## src/sv/replay_window_check_assert.svh

```systemverilog
// ----------------------------------------------------------------------------
// replay_window_check assertion macros
// immediate-cycle and next-cycle implication checks, empty for synthesis
// ----------------------------------------------------------------------------
`ifndef REPLAY_WINDOW_CHECK_ASSERT_SVH
`define REPLAY_WINDOW_CHECK_ASSERT_SVH
`ifndef SYNTHESIS
`define RWC_ASSERT_NOW(lbl, clk, rst_n, ante, cons) \
	lbl: assert property (@(posedge clk) disable iff (!rst_n) (ante) |-> (cons)) \
		else $error("replay window check assertion failed");
`define RWC_ASSERT_NEXT(lbl, clk, rst_n, ante, cons) \
	lbl: assert property (@(posedge clk) disable iff (!rst_n) (ante) |=> (cons)) \
		else $error("replay window check assertion failed");
`else
`define RWC_ASSERT_NOW(lbl, clk, rst_n, ante, cons)
`define RWC_ASSERT_NEXT(lbl, clk, rst_n, ante, cons)
`endif
`endif

```

## src/sv/rwc_pkg.sv

```systemverilog
// ----------------------------------------------------------------------------
// rwc_pkg
// shared types, field widths and verdict codes of the replay window check
// ----------------------------------------------------------------------------
package rwc_pkg;

	localparam int SLOT_W      = 6;
	localparam int SEQ_W       = 32;
	localparam int VERDICT_W   = 2;
	localparam int WORD_W      = 64;
	localparam int BIT_W       = 6;
	localparam int QUEUE_DEPTH = 2;

	// verdict codes
	localparam logic [VERDICT_W-1:0] VERDICT_ACCEPT = 2'd0;
	localparam logic [VERDICT_W-1:0] VERDICT_OLD    = 2'd1;
	localparam logic [VERDICT_W-1:0] VERDICT_DUP    = 2'd2;

	// classified item moving from front to back
	typedef struct packed {
		logic [SLOT_W-1:0] slot;
		logic [SEQ_W-1:0]  seq;
		logic              bad;
	} rwc_item_t;

	// queue handshake and fill status
	typedef struct packed {
		logic push;
		logic pop;
		logic full;
		logic empty;
	} rwc_queue_stat_t;

	// index of the lowest set bit of a bitmap word, zero if none
	function automatic logic [BIT_W-1:0] lowest_bit(input logic [WORD_W-1:0] w);
		logic [BIT_W-1:0] idx;
		idx = '0;
		for (int i = WORD_W - 1; i >= 0; i--) begin
			if (w[i]) idx = BIT_W'(i);
		end
		return idx;
	endfunction

endpackage

```

## src/sv/rwc_front.sv

```systemverilog
// ----------------------------------------------------------------------------
// rwc_front
// takes input items, flags slots beyond the stream table, feeds the queue
// ----------------------------------------------------------------------------
module rwc_front #(
	parameter int STREAMS = 64
) (
	input  logic                          clk,
	input  logic                          arst_n,
	input  logic                          in_valid,
	output logic                          in_ready,
	input  logic [rwc_pkg::SLOT_W-1:0]    stream_slot,
	input  logic [rwc_pkg::SEQ_W-1:0]     sequence_number,
	output logic                          push,
	output rwc_pkg::rwc_item_t            push_item,
	input  logic                          full
);
	import rwc_pkg::*;

	logic      valid_s1;
	rwc_item_t item_s1;

	// hand the staged item to the queue when it has room
	assign push      = valid_s1 && !full;
	assign push_item = item_s1;
	assign in_ready  = !valid_s1 || push;

	// stage valid
	always_ff @(posedge clk or negedge arst_n) begin
		if (!arst_n) begin
			valid_s1 <= 1'b0;
		end else if (in_ready) begin
			valid_s1 <= in_valid;
		end
	end

	// stage payload with slot range class
	always_ff @(posedge clk) begin
		if (in_valid && in_ready) begin
			item_s1.slot <= stream_slot;
			item_s1.seq  <= sequence_number;
			item_s1.bad  <= (32'(stream_slot) >= STREAMS);
		end
	end

endmodule

```

## config.mk

```make
export PLATFORM = sky130hd
export DESIGN_NAME = rwc_front
export DESIGN_NICKNAME = d
export VERILOG_FILES = /design/src/sv/replay_window_check_assert.svh /design/src/sv/rwc_pkg.sv /design/src/sv/rwc_front.sv
export SDC_FILE = /design/constraint.sdc
export NUM_CORES = 1
export LEC_CHECK = 0
export BUFFER_PORTS_ARGS = -buffer_cell sky130_fd_sc_hd__buf_2
export CORE_ASPECT_RATIO = 0.8
export CORE_UTILIZATION = 42
export CTS_BUF_LIST = sky130_fd_sc_hd__clkbuf_4 sky130_fd_sc_hd__clkbuf_8
export CTS_CLUSTER_DIAMETER = 40
export DETAILED_ROUTE_END_ITERATION = 8
export PLACE_DENSITY = 0.81
export SLEW_MARGIN = 20
export SYNTH_ARGS = -nofsm -noshare
export SYNTH_HDL_FRONTEND = slang
export SYNTH_SLANG_ARGS = --single-unit
```

## constraint.sdc

```tcl
create_clock -name clk -period 3.7 [get_ports clk]
set_input_delay 0.185 -clock clk [delete_from_list [all_inputs] [get_ports clk]]
set_output_delay 0.185 -clock clk [all_outputs]
set_load 0.01 [all_outputs]
```

==> results of run 1 <==
[critical path, cell delays in order, from the launching register on]
cell      delay (ps)
dfrtp_1          450
a21boi_4         470
buf_16           240
[what timing repair did]
| item | in CTS | in global routing |
|---|---|---|
| buffers inserted | 0 | 0 |
| hold buffers | 30 | 4 |
| hold endpoints to repair | 30 | 4 |
| resized for setup | 0 | 0 |
[per-stage QoR]
step                      hold slack, ps  worst slack (ps)  cell area [um2]  cells  total power, mW
final                               19.6              2250             2080    204            0.829
after global routing              0.0865              2190             2080    204            0.864
after CTS                          0.129              1920             2010    199            0.829
after detailed placement           -35.9              1920             1660    161            0.602
after global placement             -40.1              2010             1660    161            0.598
after floorplan                     -111              1090             1200     45            0.555
[cell usage after synthesis]
cell type	count	area, um2
dfrtp_1	1	25.0
conb_1	1	3.75
nor2b_1	1	6.26
buf_4	1	7.51
a21boi_1	1	7.51
a21o_1	1	7.51
edfxtp_1	38	1140
nand2_1	1	3.75
[power by group through the flow]
stage / Combinational [mW] / Sequential (mW) / Clock [mW]
final: 0.104 / 0.520 / 0.205
after CTS: 0.0958 / 0.520 / 0.213
after global routing: 0.113 / 0.523 / 0.228
after detailed placement: 0.0713 / 0.530 / 0
after floorplan: 0.0114 / 0.544 / 0
after global placement: 0.0689 / 0.529 / 0
[area by class of cell]
cell class,instances,area share [%]
flip-flops and latches,39,56.1
repair buffers,116,37.2
well taps,36,2.17
clock buffers,5,1.81
multi-input cells,5,1.93
clock inverters,3,0.723
[state kept, by name, indices dropped and copies added (netlist names)]
| name | cells |
|---|---|
| push_item | 38 |
| valid_s1 | 1 |
[cell families after synthesis]
kind of cell / share of synthesized area (%)
buf+inv: 0.625
other cells: 0.312
simple gates: 0.832
compound gates: 1.25
flops: 97.0
[path summary, 6_finish.rpt]
kind,slack [ps],startpoint,end
max,2250,valid_s1,push_item[18]
min,20,sequence_number[3],push_item[4]
max reg2reg,2250,valid_s1,push_item[18]
min reg2reg,600,valid_s1,valid_s1
max in group asynchronous,3490,arst_n,valid_s1
min in group asynchronous,130,arst_n,valid_s1
[metal layers]
layer	track usage, %	vias to the layer above
li1	-	418
met1	17.5	392
met2	38.7	56
met3	6.30	5
met4	8.89	0
met5	0	-
==> reports/results.ini, run 1 <==
[outcome]
outcome=complete, no violations

[logic_synthesis]
ys_ff_latch=39
seq_area_frac_synth_pct=97.0
synth.distinct_cells=8
postSynthCellCount=45
synth_nets=87
synthesis.area_um2=1200
syn_avg_cell_area_um2=26.7
ys_warn_count=0

[cells_and_area]
fillers=146
layout.cells.most_common_list=81 x buf_2, 38 x edfxtp_1, 34 x dlygate4sd3_1
diodes=0
fin_util_pct=80.4
syn_to_final_growth_pct=72.7
drive_above_1_share_pct=53.0
final_common_cell=buf_2
register_area_um2=1170
multiInputGateArea_um2=40.0
final_nets=209

[clock_network]
tritoncts=done
cts_buffer_depth=2
cts_buffers=5
htree_levels=2
root_buffer=clkbuf_4
clock_latency_ps=340
clock_sinks=39
clk_pin_slew_ps=110

[timing]
timing.fmax_mhz=689
hold_viol_final=0
final_max_slew_viol_count=0
skew_ps=5.73
tns_ps=0
period_minus_slack_ps=1450
finalSetupViolations=0
finalCritPeriodShare_pct=39.2
grt_setup_unrepaired=false
max_slew_margin_pct=64.8
worstMarginPinSlew_ps=527

[power]
swShare_pct=22.5
p_clk_share_pct=24.7
intPower_mw=0.643
vdd_ir_drop_max_mv=0.271
powerDensity_nw_per_um2=399
leakage_nw=0.894
combPwrFrac_pct=12.6
p_sw_mw=0.187
sequentialPowerShare_pct=62.7

[drt]
met3_length_um=224
wl_per_cell_um=14.1
ant_nets=0
highest_layer=met4
first_pass_iters=4
via_per_inst=4.27
drt-total-wl_mm=2.88
drtIter0Drc=26
wl_met2_mm=1.63
wl_met1_um=981
vias=871
drc=0

[worst_hold_path]
hold_depth=1
worst_hold_path_type=in2reg

[setup_path]
critPathMaxFanout=25
critPathRequiredTime_ps=3750
crit_type=reg2reg
ff2ff_path_depth=2
start_kind=register
arrival_ps=1500
crit_path_end_kind=register

[flow_run]
drv_cap=0

[grt]
antenna_found_initial=0
grt_max_degree=39
track_usage_pct=19.9
grt_pass1_wl_mm=4.10
overflow=0
grt_pass1_vias=935

[floorplan]
rows=16
coreArea_um2=2580
die_area_um2=3080
die_h_um=49.9
boundaryPins=83
fp.dieW_um=61.8
start_util_pct=46.6

[place]
port_buffers=81
place_congestion=0.647

Note: power is estimated with default switching activity, not from simulation.
==> inputs of run 2 (changes only) <==
==> constraint.sdc (replaced) <==
create_clock -name clk -period 1.4 [get_ports clk]
set_input_delay 0.07 -clock clk [delete_from_list [all_inputs] [get_ports clk]]
set_output_delay 0.07 -clock clk [all_outputs]
set_load 0.01 [all_outputs]
==> reports/results.ini, run 2 (synthesis results as in run 1) <==
[clock_network]
root_buffer=clkbuf_4
cts_buffers=5
htree_levels=2
clk_pin_slew_ps=100
cts_buffer_depth=2
cts_hold_buf=40
tritoncts=done
clock_latency_ps=320
cts_resized=0
postCtsSetupRepairBufs=0
clock_sinks=39

[cells_and_area]
largest_reg_flops=38
final_nets=216
layout.cells.most_common_list=81 x buf_2, 40 x dlygate4sd3_1, 38 x edfxtp_1
fin_area_um2=2140
fin_cells=211
diodes=0
drive_above_1_share_pct=51.4
fin_util_pct=82.8
final_common_cell=buf_2
syn_to_final_growth_pct=77.7

[drt]
vias=916
ant_nets=0
drc=0
via_per_inst=4.34
wl_per_cell_um=13.2
drt-total-wl_mm=2.79
drtIter0Drc=21
first_pass_iters=4

[power]
powerDensity_nw_per_um2=1020
vdd_ir_drop_max_mv=0.677
finalPower_mw=2.17
leakage_nw=0.925

[timing]
skew_ps=11.0
period_minus_slack_ps=1200
finalSetupViolations=0
layout_setup_ws_ps=199
tns_ps=0
final_max_slew_viol_count=0
timing.fmax_mhz=833
finalCritPeriodShare_pct=85.8
hold_viol_final=0
grt_setup_unrepaired=false
timing.hold.ws_ps=39.5

[setup_path]
critPathMaxFanout=29
r2r_start=valid_s1
ff2ff_path_depth=2
start_kind=register
crit_path_end_kind=register
arrival_ps=1230
rrSetupSlack_ps=200
r2r_end=push_item[6]
critPathRequiredTime_ps=1430
crit_type=reg2reg

[grt]
antenna_found_initial=0
grt_pass1_vias=922
grt_pass1_wl_mm=4.02
overflow=0
grt_max_degree=30
track_usage_pct=19.4

[worst_hold_path]
worst_hold_path_type=in2reg
hold_path_end=valid_s1
hold_depth=2
hold_start=full

[place]
place_hpwl_mm=1.54
place_inst=163
place_ws_ps=250
place_congestion=0.670
port_buffers=81
placed_cell_area_um2=1680

[floorplan]
die_area_um2=3080
fp.dieW_um=61.8
die_h_um=49.9
rows=16
boundaryPins=83
start_util_pct=46.6
coreArea_um2=2580

[flow_run]
drv_cap=0

[outcome]
outcome=complete, no violations

run 2: where the power goes:
| group | switching [mW] | internal (mW) | total [mW] |
|---|---|---|---|
| combinational | 0.122 | 0.168 | 0.290 |
| clock | 0.306 | 0.205 | 0.511 |
| sequential | 0.0177 | 1.36 | 1.37 |
run 2: layout make-up:
| type | instances | area [um2] |
|---|---|---|
| Clock buffer | 6 | 45.0 |
| Multi-Input combinational cell | 5 | 40.0 |
| Tap cell | 36 | 45.0 |
| Clock inverter | 2 | 7.51 |
| Fill cell | 125 | 445 |
| Timing Repair Buffer | 123 | 833 |
| Sequential cell | 39 | 1170 |
run 2: critical path: stages, from the launching register on:
cell,delay (ps)
dfrtp_1,470
a21boi_4,220
buf_12,210
run 2: worst max path at each step:
stage	start	end	slack, ps	depth (start not counted)
CTS	valid_s1	push_item[38]	210	2
finish	valid_s1	push_item[6]	200	2
floorplan	valid_s1	push_item[10]	-110	1
global placement	valid_s1	push_item[35]	280	2
global route	valid_s1	push	90	2
detailed placement	valid_s1	push_item[26]	250	2
run 2: routing by layer:
| layer | up-vias | track usage, % | wire length (um) |
|---|---|---|---|
| met5 | - | 0 | 0 |
| met4 | 0 | 7.78 | 34 |
| met3 | 5 | 9.97 | 345 |
| met2 | 66 | 34.6 | 1390 |
| met1 | 412 | 18.1 | 1010 |
| li1 | 433 | - | - |
==> inputs of run 3 (changes only) <==
--- a/config.mk
+++ b/config.mk
@@ -6,7 +6,7 @@
 export NUM_CORES = 1
 export LEC_CHECK = 0
 export BUFFER_PORTS_ARGS = -buffer_cell sky130_fd_sc_hd__buf_2
-export CORE_ASPECT_RATIO = 0.8
+export CORE_ASPECT_RATIO = 1.5
 export CORE_UTILIZATION = 42
 export CTS_BUF_LIST = sky130_fd_sc_hd__clkbuf_4 sky130_fd_sc_hd__clkbuf_8
 export CTS_CLUSTER_DIAMETER = 40
==> reports/results.ini, run 3 (synthesis results as in run 1) <==
[drt]
wl_per_cell_um=15.0
vias=919
drc=0
drtIter0Drc=33
via_per_inst=4.36
first_pass_iters=4
drt-total-wl_mm=3.16
ant_nets=0

[clock_network]
cts_buffer_depth=2
tritoncts=done
cts_resized=0
clock_latency_ps=300
cts_buffers=5
postCtsSetupRepairBufs=0
root_buffer=clkbuf_8
htree_levels=2
clock_sinks=39
clk_pin_slew_ps=80

[setup_path]
crit_type=reg2reg
crit_path_end_kind=register
start_kind=register
cp_top_family=flip-flops
arrival_ps=1180
cpPeakStageDelay_ps=450
critPathRequiredTime_ps=1380
critPathBufInv=1
r2r_end=push_item[19]
r2r_start=valid_s1
path_cells=a21boi_4, buf_12
rrSetupSlack_ps=200
ff2ff_path_depth=2
cp_slowest_cell=dfrtp_1
critPathMaxFanout=38

[timing]
period_minus_slack_ps=1200
finalSetupViolations=0
final_max_slew_viol_count=0
hold_viol_final=0
timing.fmax_mhz=834
skew_ps=13.4
finalCritPeriodShare_pct=85.6
tns_ps=0
layout_setup_ws_ps=201
grt_setup_unrepaired=false

[grt]
overflow=0
grt_pass1_wl_mm=4.43
antenna_found_initial=0
grt_max_degree=39
grt_pass1_vias=980
track_usage_pct=23.2

[power]
powerDensity_nw_per_um2=1120
leakage_nw=0.930
vdd_ir_drop_max_mv=0.955
finalPower_mw=2.42

[cells_and_area]
largest_reg_flops=38
fin_area_um2=2170
diodes=0
final_common_cell=buf_2
drive_above_1_share_pct=52.3
fin_util_pct=80.2
layout.cells.most_common_list=81 x buf_2, 40 x dlygate4sd3_1, 38 x edfxtp_1
syn_to_final_growth_pct=80.5
final_nets=215

[floorplan]
die_h_um=67.5
boundaryPins=83
fp.dieW_um=45.7
die_area_um2=3090
rows=23
start_util_pct=44.4
coreArea_um2=2710

[flow_run]
drv_cap=0

[place]
place_congestion=0.632
port_buffers=81
placed_cell_area_um2=1680
place_ws_ps=235

[outcome]
outcome=complete, no violations

[worst_hold_path]
worst_hold_path_type=in2reg
hold_depth=2
hold_start=full
hold_path_end=valid_s1

==> run 3: changes by cell type in the layout (fill, tap and decap cells not counted), sizes merged <==
cell	before	now
buf	83	82
clkbuf	6	5
clkinv	2	0
clkinvlp	0	2
inv	0	1
==> run 3: power breakdown <==
part	switching (mW)	leakage (nW)	internal, mW
Combinational	0.125	0.517	0.166
Clock	0.401	0.0408	0.355
Sequential	0.0180	0.373	1.36
==> run 3: how the worst max path moves through the flow <==
stage	slack, ps	from	depth (start not counted)	end
after floorplan	-110	valid_s1	1	push_item[10]
after global placement	270	valid_s1	2	push_item[21]
after detailed placement	240	valid_s1	2	push_item[21]
after CTS	210	valid_s1	2	push_item[21]
after global routing	170	valid_s1	2	push_item[36]
final	200	valid_s1	2	push_item[19]
==> run 3: final cells by class <==
| class | instances | area, um2 |
|---|---|---|
| clock inverters | 3 | 23.8 |
| clock buffers | 5 | 68.8 |
| multi-input cells | 5 | 40.0 |
| fillers | 169 | 534 |
| flip-flops and latches | 39 | 1170 |
| well taps | 37 | 46.3 |
| repair buffers | 122 | 826 |
==> run 3: layer usage <==
layer	vias to the layer above	track usage, %	part of all wire, %
li1	429	-	-
met1	422	21.9	34
met2	62	38.8	55
met3	6	9.89	8.4
met4	0	15.9	2.7
met5	-	0	0
==> run 3: per-stage QoR <==
step / hold slack, ps / instances
after floorplan: -226 / 45
after global placement: -154 / 163
after detailed placement: -152 / 163
after CTS: 55.5 / 211
after global routing: 57.9 / 211
final: 70.1 / 211
==> run 3: worst register-to-register path, stage by stage (launching register included) <==
cell and delay [ps]:
dfrtp_1 450, a21boi_4 200, buf_12 240
==> run 3: what timing repair did <==
action                                  4_1_cts  5_1_grt
hold buffers                                 40        0
endpoints found under the setup margin        0        0
endpoints found under the hold margin        40        0
