## config.mk

```make
export PLATFORM = sky130hd
export DESIGN_NAME = rwc_queue
export DESIGN_NICKNAME = d
export VERILOG_FILES = /design/src/sv/replay_window_check_assert.svh /design/src/sv/rwc_pkg.sv /design/src/sv/rwc_queue.sv
export SDC_FILE = /design/constraint.sdc
export NUM_CORES = 1
export LEC_CHECK = 0
export CELL_PAD_IN_SITES_DETAIL_PLACEMENT = 0
export CELL_PAD_IN_SITES_GLOBAL_PLACEMENT = 1
export CORE_ASPECT_RATIO = 1.25
export CORE_MARGIN = 3
export CORE_UTILIZATION = 29
export DETAILED_ROUTE_END_ITERATION = 10
export DONT_BUFFER_PORTS = 1
export GPL_TIMING_DRIVEN = 1
export PLACE_DENSITY_LB_ADDON = 0.1
export SLEW_MARGIN = 40
export SYNTH_ARGS = -nofsm -noshare
export SYNTH_HDL_FRONTEND = slang
export SYNTH_SLANG_ARGS = --single-unit
```

## constraint.sdc

```tcl
create_clock -name clk -period 3 [get_ports clk]
set_input_delay 0 -clock clk [delete_from_list [all_inputs] [get_ports clk]]
set_output_delay 0 -clock clk [all_outputs]
set_load 0.1 [all_outputs]
```

## src/sv/replay_window_check_assert.svh

```systemverilog
// ----------------------------------------------------------------------------
// replay_window_check assertion macros
// immediate-cycle and next-cycle implication checks, empty for synthesis
// ----------------------------------------------------------------------------
`ifndef REPLAY_WINDOW_CHECK_ASSERT_SVH
`define REPLAY_WINDOW_CHECK_ASSERT_SVH
`ifndef SYNTHESIS
`define RWC_ASSERT_NOW(lbl, clk, rst_n, ante, cons) \
	lbl: assert property (@(posedge clk) disable iff (!rst_n) (ante) |-> (cons)) \
		else $error("replay window check assertion failed");
`define RWC_ASSERT_NEXT(lbl, clk, rst_n, ante, cons) \
	lbl: assert property (@(posedge clk) disable iff (!rst_n) (ante) |=> (cons)) \
		else $error("replay window check assertion failed");
`else
`define RWC_ASSERT_NOW(lbl, clk, rst_n, ante, cons)
`define RWC_ASSERT_NEXT(lbl, clk, rst_n, ante, cons)
`endif
`endif

```

## src/sv/rwc_pkg.sv

```systemverilog
// ----------------------------------------------------------------------------
// rwc_pkg
// shared types, field widths and verdict codes of the replay window check
// ----------------------------------------------------------------------------
package rwc_pkg;

	localparam int SLOT_W      = 6;
	localparam int SEQ_W       = 32;
	localparam int VERDICT_W   = 2;
	localparam int WORD_W      = 64;
	localparam int BIT_W       = 6;
	localparam int QUEUE_DEPTH = 2;

	// verdict codes
	localparam logic [VERDICT_W-1:0] VERDICT_ACCEPT = 2'd0;
	localparam logic [VERDICT_W-1:0] VERDICT_OLD    = 2'd1;
	localparam logic [VERDICT_W-1:0] VERDICT_DUP    = 2'd2;

	// classified item moving from front to back
	typedef struct packed {
		logic [SLOT_W-1:0] slot;
		logic [SEQ_W-1:0]  seq;
		logic              bad;
	} rwc_item_t;

	// queue handshake and fill status
	typedef struct packed {
		logic push;
		logic pop;
		logic full;
		logic empty;
	} rwc_queue_stat_t;

	// index of the lowest set bit of a bitmap word, zero if none
	function automatic logic [BIT_W-1:0] lowest_bit(input logic [WORD_W-1:0] w);
		logic [BIT_W-1:0] idx;
		idx = '0;
		for (int i = WORD_W - 1; i >= 0; i--) begin
			if (w[i]) idx = BIT_W'(i);
		end
		return idx;
	endfunction

endpackage

```

## src/sv/rwc_queue.sv

```systemverilog
// ----------------------------------------------------------------------------
// rwc_queue
// short item queue between the front and the back
// ----------------------------------------------------------------------------
module rwc_queue (
	input  logic                       clk,
	input  logic                       arst_n,
	input  logic                       push,
	input  rwc_pkg::rwc_item_t         push_item,
	input  logic                       pop,
	output rwc_pkg::rwc_item_t         head,
	output rwc_pkg::rwc_queue_stat_t   stat
);
	import rwc_pkg::*;

	localparam int PW = (QUEUE_DEPTH > 1) ? $clog2(QUEUE_DEPTH) : 1;
	localparam int NW = $clog2(QUEUE_DEPTH + 1);

	rwc_item_t        entry_q [QUEUE_DEPTH];
	logic [PW-1:0]    wr_ptr_q;
	logic [PW-1:0]    rd_ptr_q;
	logic [NW-1:0]    fill_q;

	assign head       = entry_q[rd_ptr_q];
	assign stat.push  = push;
	assign stat.pop   = pop;
	assign stat.full  = (fill_q == NW'(QUEUE_DEPTH));
	assign stat.empty = (fill_q == '0);

	// pointers and fill level
	always_ff @(posedge clk or negedge arst_n) begin
		if (!arst_n) begin
			wr_ptr_q <= '0;
			rd_ptr_q <= '0;
			fill_q   <= '0;
		end else begin
			if (push) begin
				wr_ptr_q <= (wr_ptr_q == PW'(QUEUE_DEPTH - 1)) ? '0 : wr_ptr_q + 1'b1;
			end
			if (pop) begin
				rd_ptr_q <= (rd_ptr_q == PW'(QUEUE_DEPTH - 1)) ? '0 : rd_ptr_q + 1'b1;
			end
			if (push && !pop) begin
				fill_q <= fill_q + 1'b1;
			end else if (pop && !push) begin
				fill_q <= fill_q - 1'b1;
			end
		end
	end

	// entry storage
	always_ff @(posedge clk) begin
		if (push) begin
			entry_q[wr_ptr_q] <= push_item;
		end
	end

endmodule

```

==> results of run 1 <==
worst paths after layout:
kind	start	endpoint	cells after the start
min	push	stat[3]	0
min in group asynchronous	arst_n	wr_ptr_q$_DFFE_PN0P_	2
max	rd_ptr_q$_DFFE_PN0P_	head[28]	1
max reg2reg	wr_ptr_q$_DFFE_PN0P_	entry_q[0][22]$_DFFE_PP_	2
max in group asynchronous	arst_n	rd_ptr_q$_DFFE_PN0P_	2
min reg2reg	wr_ptr_q$_DFFE_PN0P_	wr_ptr_q$_DFFE_PN0P_	1
layer usage:
layer / global-route usage, % / vias up / wire [um]
li1: - / 637 / -
met1: 10.11 / 669 / 1922
met2: 16.08 / 50 / 2872
met3: 4.732 / 10 / 372
met4: 5.455 / 0 / 116
met5: 0 / - / 0
registers in the layout, summed over array words and instances (netlist names):
name	cells
fill_q	2
rd_ptr_q	1
wr_ptr_q	1
entry_q	78
cell families (layout without fill, tap and decap cells):
kind of cell | count (synthesis) | after routing | share of synthesized area [%]
muxes | 39 | 39 | 14.50
buffers and inverters | 7 | 61 | 2.107
adders and majority gates | 1 | 1 | 0.4132
and+or+nand+nor | 5 | 5 | 0.8679
DFF | 82 | 82 | 80.66
xor gates and xnor gates | 5 | 5 | 1.446
per-stage QoR:
step / setup WS [ps] / instances / util [%] / instance area, um^2
CTS: 1192 / 322 / 38.14 / 3874
finish: 1240 / 322 / 38.14 / 3874
detailed placement: 1289 / 263 / 31.17 / 3166
global placement: 1334 / 263 / 31.03 / 3152
global route: 1134 / 322 / 38.14 / 3874
floorplan: 410.8 / 139 / - / 3028
layout by cell type (no fill, tap or decap):
| master | count |
|---|---|
| buf_4 | 1 |
| bufinv_16 | 1 |
| dlygate4sd3_1 | 43 |
| edfxtp_1 | 78 |
| xor2_1 | 4 |
| dfrtp_1 | 3 |
| mux2_2 | 39 |
| dfrtp_4 | 1 |
| clkinv_1 | 4 |
| clkbuf_1 | 2 |
| xnor2_1 | 1 |
| ha_1 | 1 |
| and2_4 | 1 |
| nor2_1 | 1 |
| nor2_4 | 1 |
| nor2b_4 | 2 |
| inv_1 | 1 |
| clkbuf_16 | 9 |
what timing repair did:
action | CTS | global route
resized for setup | 0 | 0
buffers inserted | 0 | 0
hold endpoints to repair | 85 | 0
hold buffers | 43 | 0
worst reg2reg max path: cells and delay by family, from the launching register on:
family                 cells  cell delay (ps)
buffers and inverters      1              410
and+or+nand+nor            1              480
DFF                        1              420
layout make-up:
| cell class | count | area (um^2) | area share [%] |
|---|---|---|---|
| clock buffers | 11 | 232.7 | 6.008 |
| clock inverters | 5 | 45.04 | 1.163 |
| inverters | 1 | 3.754 | 0.09690 |
| multi-input cells | 50 | 546.8 | 14.11 |
| flip-flops and latches | 82 | 2446 | 63.15 |
| well taps | 129 | 161.4 | 4.167 |
| repair buffers | 44 | 437.9 | 11.30 |
==> results.json, run 1 <==
{
  "cts_tree": "built",
  "hold_class": "primary input to output pin",
  "die_width_um": 97.40,
  "post-route-period-util_pct": 58.66,
  "fin_crit_ps": 1760,
  "worst_ep_required_time_ps": 3000,
  "rows": 41,
  "hpwl_mm": 3.331,
  "synth_edf_count": 78,
  "synth_top_cell_area_share_pct": 77.36,
  "vias_per_cell": 4.242,
  "worst_pin_slew_ps": 607.3,
  "grt_use_total_pct": 9.739,
  "drt-initial-drc-count": 32,
  "slew_viol_final": 0,
  "firstDrtPassIters": 4,
  "timing.critical_path.buf_inv": 0,
  "crit_type": "flip-flop to output pin",
  "relSlewSlack_pct": 59.42,
  "io_pins": 86,
  "drc": 0,
  "max_freq_mhz": 568.3,
  "syn_area_um2": 3028,
  "grt-ovfl-total": 0,
  "synth_area_leaders": "edfxtp_1 (77%), mux2_2 (15%), dfrtp_1 (3.3%), buf_6 (1.5%), xor2_1 (1.2%)",
  "drive_gt1_share_pct": 28.50,
  "r2r_slack_ps": 1360,
  "grt_setup_unrepaired": "false",
  "yosys_most_used_dff": "edfxtp_1",
  "skew_ps": 4.177,
  "start_kind": "flip-flop",
  "diodes": 0,
  "ys_ff_latch": 82,
  "endpoint_kind": "output pin",
  "start_util_pct": 29.81,
  "syn_nets": 183,
  "final-setup-viol-count": 0,
  "wl_per_cell_um": 16.41,
  "cp_top_family": "flip-flops",
  "io_buffers": 0,
  "clkSinkCount": 82,
  "finalSetupTns_ps": 0,
  "syn_inst": 139,
  "postSynthAreaPerCell_um2": 21.78,
  "h-tree-depth": 3,
  "area_growth_pct": 27.93,
  "crit_path_top_delay_cell": "dfrtp_4",
  "root_buffer": "clkbuf_16",
  "nets": 232,
  "synthTopCellsByCount": "edfxtp_1 (78), mux2_2 (39), buf_6 (4), dfrtp_1 (4), xor2_1 (4)",
  "crit_chain": "mux2_2",
  "status": "finished, final reports clean",
  "yosysWarnings": 0,
  "grt_antenna_before_repair": 0,
  "core-area_um2": 10160,
  "routed-via-count": 1366,
  "crit_fanout": 40,
  "async_flop_share_pct": 4.878,
  "routed_wl_mm": 5.283,
  "synth.most_common_cell": "edfxtp_1",
  "cts_buffer_depth": 2,
  "cp_data_arrival_time_ps": 1760,
  "insertion_delay_ps": 330,
  "ant_nets": 0,
  "grt_pass1_wl_mm": 8.390,
  "die_h_um": 120.2,
  "ys_types": 12,
  "hold_ws_ps": 0.04711,
  "gp_congestion": 0.6714,
  "slowest_delay_ps": 770,
  "maxCapViolCount": 0,
  "yosys.area.top_type": "edfxtp_1",
  "clk_pin_slew_ps": 50,
  "grt_max_degree": 41,
  "seq_area_frac_synth_pct": 80.66,
  "dieArea_um2": 11710,
  "cts_made_buffers": 9,
  "grt_pass1_vias": 1544,
  "nFillCells": 942,
  "hold_viol_final": 0
}
Power of run 1 is left out: the tool's default activity adds up to more than one toggle a clock period on the data nets, which glitch-free logic cannot reach.
==> run 2: changes to the inputs <==
==> constraint.sdc (replaced) <==
create_clock -name clk -period 1.65 [get_ports clk]
set_input_delay 0 -clock clk [delete_from_list [all_inputs] [get_ports clk]]
set_output_delay 0 -clock clk [all_outputs]
set_load 0.1 [all_outputs]
==> run 2 against run 1 <==
  * Die area unchanged
  * Critical path depth rose by 2
  * Worst hold slack about the same
  * Utilization grew 8.7 points
==> results.json, run 2 (synthesis gave the netlist of run 1 again) <==
{
  "die_h_um": 120.2,
  "final_cell_mix": "edfxtp_1 (78), dlygate4sd3_1 (43), buf_12 (42)",
  "gr-usage-met1_pct": 10.21,
  "skew_ps": 3.410,
  "routed-via-count": 1551,
  "cts_buffer_depth": 2,
  "grtUsageMet2_pct": 19.04,
  "drc": 0,
  "core-area_um2": 10160,
  "worstHoldStart": "pop",
  "io_pins": 86,
  "drt-initial-drc-count": 56,
  "postCtsSetupBuffers": 0,
  "max_freq_mhz": 651.2,
  "maxCapViolCount": 0,
  "gp_congestion": 0.6704,
  "grt_use_total_pct": 10.25,
  "cts_made_buffers": 9,
  "nFillCells": 871,
  "routed_wl_mm": 5.618,
  "relSlewSlack_pct": 81.21,
  "timing.critical_path.buf_inv": 2,
  "hold_viol_final": 0,
  "clk_pin_slew_ps": 60,
  "vias_per_cell": 4.249,
  "ant_nets": 0,
  "insertion_delay_ps": 320,
  "grt_pass1_wl_mm": 9.052,
  "final-setup-viol-count": 0,
  "cts_tree": "built",
  "clkSinkCount": 82,
  "crit_chain": "buf_12 > mux2_2 > buf_12",
  "firstDrtPassIters": 3,
  "placed_area_um2": 4000,
  "r2r_start": "wr_ptr_q$_DFFE_PN0P_",
  "endpoint_kind": "output pin",
  "status": "finished, final reports clean",
  "finalSetupTns_ps": 0,
  "area_growth_pct": 57.15,
  "diodes": 0,
  "grt-ovfl-total": 0,
  "largestRegisters": "entry_q x78, fill_q x2",
  "cp_data_arrival_time_ps": 1540,
  "crit_path_top_delay_cell": "mux2_2",
  "start_kind": "flip-flop",
  "final_common_cell": "edfxtp_1",
  "cp_top_family": "buffers and inverters",
  "worst_pin_slew_ps": 284.2,
  "grt_antenna_before_repair": 0,
  "grt_max_degree": 41,
  "ctsResizeCount": 0,
  "io_buffers": 0,
  "die_width_um": 97.40,
  "busiest_layer": "met2",
  "hpwl_mm": 3.681,
  "final_area_um2": 4758,
  "wl_per_cell_um": 15.39,
  "met3_usage_pct": 2.481,
  "regMostFlops": "entry_q",
  "grt_pass1_vias": 1794,
  "post-route-period-util_pct": 93.06,
  "crit_fanout": 40,
  "root_buffer": "clkbuf_16",
  "rows": 41,
  "drive_gt1_share_pct": 43.64,
  "fin_crit_ps": 1536,
  "grt_setup_unrepaired": "false",
  "worst_ep_required_time_ps": 1650,
  "crit_type": "flip-flop to output pin",
  "slew_viol_final": 0,
  "start_util_pct": 29.81,
  "hold_buffers": 43,
  "largest_reg_flops": 78,
  "cpMostUsedCell": "buf_12",
  "hold_class": "primary input to output pin",
  "slowest_delay_ps": 400,
  "h-tree-depth": 3,
  "dieArea_um2": 11710,
  "critPathLaunch": "rd_ptr_q$_DFFE_PN0P_",
  "nets": 275
}
## run 2: changes by cell type in the layout (fill, tap and decap cells not counted)
cell,previous run,this run
clkbuf_8,0,5
and2_2,0,1
dfrtp_2,0,1
clkinv_1,4,0
nor2_4,1,0
nor2b_2,0,1
and2_4,1,0
buf_12,0,42
buf_4,1,2
nor2_2,0,1
clkbuf_1,2,1
nor2b_4,2,1
dfrtp_4,1,0
## run 2: metal layers
layer | wire, um | part of all wire, % | vias to the layer above
li1 | - | - | 726
met1 | 1992 | 35 | 768
met2 | 3235 | 58 | 46
met3 | 244 | 4.3 | 11
met4 | 146 | 2.6 | 0
met5 | 0 | 0 | -
## run 2: area by class of cell
| class | count | area [um^2] | share of cell area [%] |
|---|---|---|---|
| multi-input cells | 50 | 535.5 | 11.25 |
| flip-flops and latches | 82 | 2444 | 51.35 |
| clock buffers | 15 | 297.8 | 6.258 |
| well taps | 129 | 161.4 | 3.392 |
| repair buffers | 87 | 1286 | 27.03 |
| clock inverters | 1 | 30.03 | 0.6311 |
| inverters | 1 | 3.754 | 0.07889 |
## run 2: final timing paths
path / cells past startpoint / to / slack, ps
worst max register to register: 2 / entry_q[1][26]$_DFFE_PP_ / 470
worst min-delay path: 0 / stat[2] / 0.04
worst min register to register: 1 / fill_q[1]$_DFFE_PN0P_ / 510
min in group asynchronous: 2 / fill_q[1]$_DFFE_PN0P_ / 490
max in group asynchronous: 2 / rd_ptr_q$_DFFE_PN0P_ / 990
worst max-delay path: 3 / head[6] / 110
## run 2: metrics by stage
step,utilization (%),hold slack (ps),setup slack (ps),std cells
floorplan,-,-295.6,224.5,139
global placement,39.38,-295.5,481.5,306
detailed placement,39.38,-295.4,453.7,306
CTS,46.85,1.195,91.80,365
global route,46.85,0.09400,59.12,365
finish,46.85,0.04477,114.5,365
Power of run 2 is left out for the same reason.
==> run 3: changes to the inputs <==
--- a/config.mk
+++ b/config.mk
@@ -5,11 +5,13 @@
 export SDC_FILE = /design/constraint.sdc
 export NUM_CORES = 1
 export LEC_CHECK = 0
+export CAP_MARGIN = 30
 export CELL_PAD_IN_SITES_DETAIL_PLACEMENT = 0
 export CELL_PAD_IN_SITES_GLOBAL_PLACEMENT = 1
 export CORE_ASPECT_RATIO = 1.25
 export CORE_MARGIN = 3
 export CORE_UTILIZATION = 29
+export CTS_CLUSTER_DIAMETER = 150
 export DETAILED_ROUTE_END_ITERATION = 10
 export DONT_BUFFER_PORTS = 1
 export GPL_TIMING_DRIVEN = 1
==> constraint.sdc (replaced) <==
create_clock -name clk -period 1.4 [get_ports clk]
set_input_delay 0 -clock clk [delete_from_list [all_inputs] [get_ports clk]]
set_output_delay 0 -clock clk [all_outputs]
set_load 0.1 [all_outputs]
==> run 3 against run 2 <==
  * The run now ends with negative setup slack left
  * Global-route usage hardly changed
  * First-iteration DRC count decreased by 3.6%
  * Sequential cell count stayed put
  * Setup slack lost 190 ps
==> results.json, run 3 (synthesis gave the netlist of run 1 again) <==
{
  "routed-via-count": 1589,
  "grt_use_total_pct": 10.30,
  "fin_crit_ps": 1476,
  "status": "finished with violations",
  "area_growth_pct": 58.47,
  "gp_congestion": 0.6755,
  "die_h_um": 120.2,
  "cts_buffer_depth": 2,
  "post-route-period-util_pct": 105.4,
  "relSlewSlack_pct": 81.50,
  "max_freq_mhz": 677.6,
  "wl_per_cell_um": 15.69,
  "largestRegisters": "entry_q x78, fill_q x2",
  "cts_made_buffers": 9,
  "rows": 41,
  "dieArea_um2": 11710,
  "slew_viol_final": 0,
  "grt_pass1_vias": 1804,
  "nFillCells": 879,
  "clkSinkCount": 82,
  "worst_slack_ps": -75.86,
  "core-area_um2": 10160,
  "endpoint_kind": "output pin",
  "io_buffers": 0,
  "drt-initial-drc-count": 54,
  "h-tree-depth": 3,
  "post-place-ws_ps": 204.8,
  "diodes": 0,
  "start_kind": "flip-flop",
  "drc": 0,
  "grt_setup_unrepaired": "true",
  "grt_pass1_wl_mm": 9.073,
  "final-setup-viol-count": 39,
  "die_width_um": 97.40,
  "routed_wl_mm": 5.773,
  "grt-ovfl-total": 0,
  "vias_per_cell": 4.318,
  "io_pins": 86,
  "nets": 278,
  "drive_gt1_share_pct": 43.51,
  "firstDrtPassIters": 3,
  "hold_viol_final": 0,
  "postCtsSetupBuffers": 0,
  "final_cell_mix": "edfxtp_1 (78), buf_12 (44), dlygate4sd3_1 (43)",
  "final_common_cell": "edfxtp_1",
  "skew_ps": 3.699,
  "cts_tree": "built",
  "grt_antenna_before_repair": 0,
  "start_util_pct": 29.81,
  "clk_pin_slew_ps": 50,
  "root_buffer": "clkbuf_16",
  "largest_reg_flops": 78,
  "hpwl_mm": 3.884,
  "worst_ep_required_time_ps": 1400,
  "crit_type": "flip-flop to output pin",
  "violations": "negative setup slack",
  "grt_max_degree": 25,
  "worst_pin_slew_ps": 279.8,
  "ant_nets": 0,
  "hold_class": "primary input to output pin",
  "regMostFlops": "entry_q",
  "maxCapViolCount": 0,
  "crit_fanout": 16,
  "cp_data_arrival_time_ps": 1480,
  "insertion_delay_ps": 320
}
run 3: final timing paths:
kind	start	to	slack, ps	depth (start not counted)
worst max-delay path	rd_ptr_q$_DFFE_PN0P_	head[11]	-80	3
worst max register to register	wr_ptr_q$_DFFE_PN0P_	entry_q[1][5]$_DFFE_PP_	280	2
max in group asynchronous	arst_n	rd_ptr_q$_DFFE_PN0P_	720	2
min in group asynchronous	arst_n	fill_q[0]$_DFFE_PN0P_	480	2
worst min-delay path	pop	stat[2]	0.04	0
worst min register to register	fill_q[1]$_DFFE_PN0P_	fill_q[1]$_DFFE_PN0P_	520	1
run 3: area by class of cell:
cell class | instances | area, um^2 | share of cell area (%)
inverters | 1 | 3.754 | 0.07823
repair buffers | 90 | 1338 | 27.87
well taps | 129 | 161.4 | 3.364
flip-flops and latches | 82 | 2444 | 50.93
multi-input cells | 50 | 543.0 | 11.32
clock inverters | 7 | 83.83 | 1.747
clock buffers | 9 | 225.2 | 4.694
run 3: metrics by stage:
step	instance area [um^2]	setup TNS, ps	utilization [%]	hold slack (ps)	std cells
2_1_floorplan	3042	-995.7	-	-295.6	139
3_3_place_gp	4048	0	39.85	-295.4	309
3_5_place_dp	4048	0	39.85	-295.4	309
4_1_cts	4795	-3985	47.20	1.203	368
5_1_grt	4798	-5032	47.24	0.09513	368
6_report	4798	-2521	47.24	0.04435	368
run 3: critical path: stages (launching register included):
cell and delay, ps:
dfrtp_2 390, buf_6 190, mux2_2 390, buf_12 170
run 3: routing by layer:
| layer | vias to the layer above | share of wire (%) | GRT usage, % |
|---|---|---|---|
| met1 | 807 | 38 | 10.51 |
| met2 | 45 | 56 | 18.91 |
| li1 | 730 | - | - |
| met5 | - | 0 | 0 |
| met4 | 0 | 1.5 | 4.675 |
| met3 | 7 | 4.5 | 3.462 |
run 3: timing repair:
item / 4_1_cts / 5_1_grt
pin swaps: 0 / 0
hold buffers: 43 / 0
endpoints found under the hold margin: 85 / 0
gates resized for setup: 2 / 1
endpoints found under the setup margin: 39 / 39
Power of run 3 is left out for the same reason.
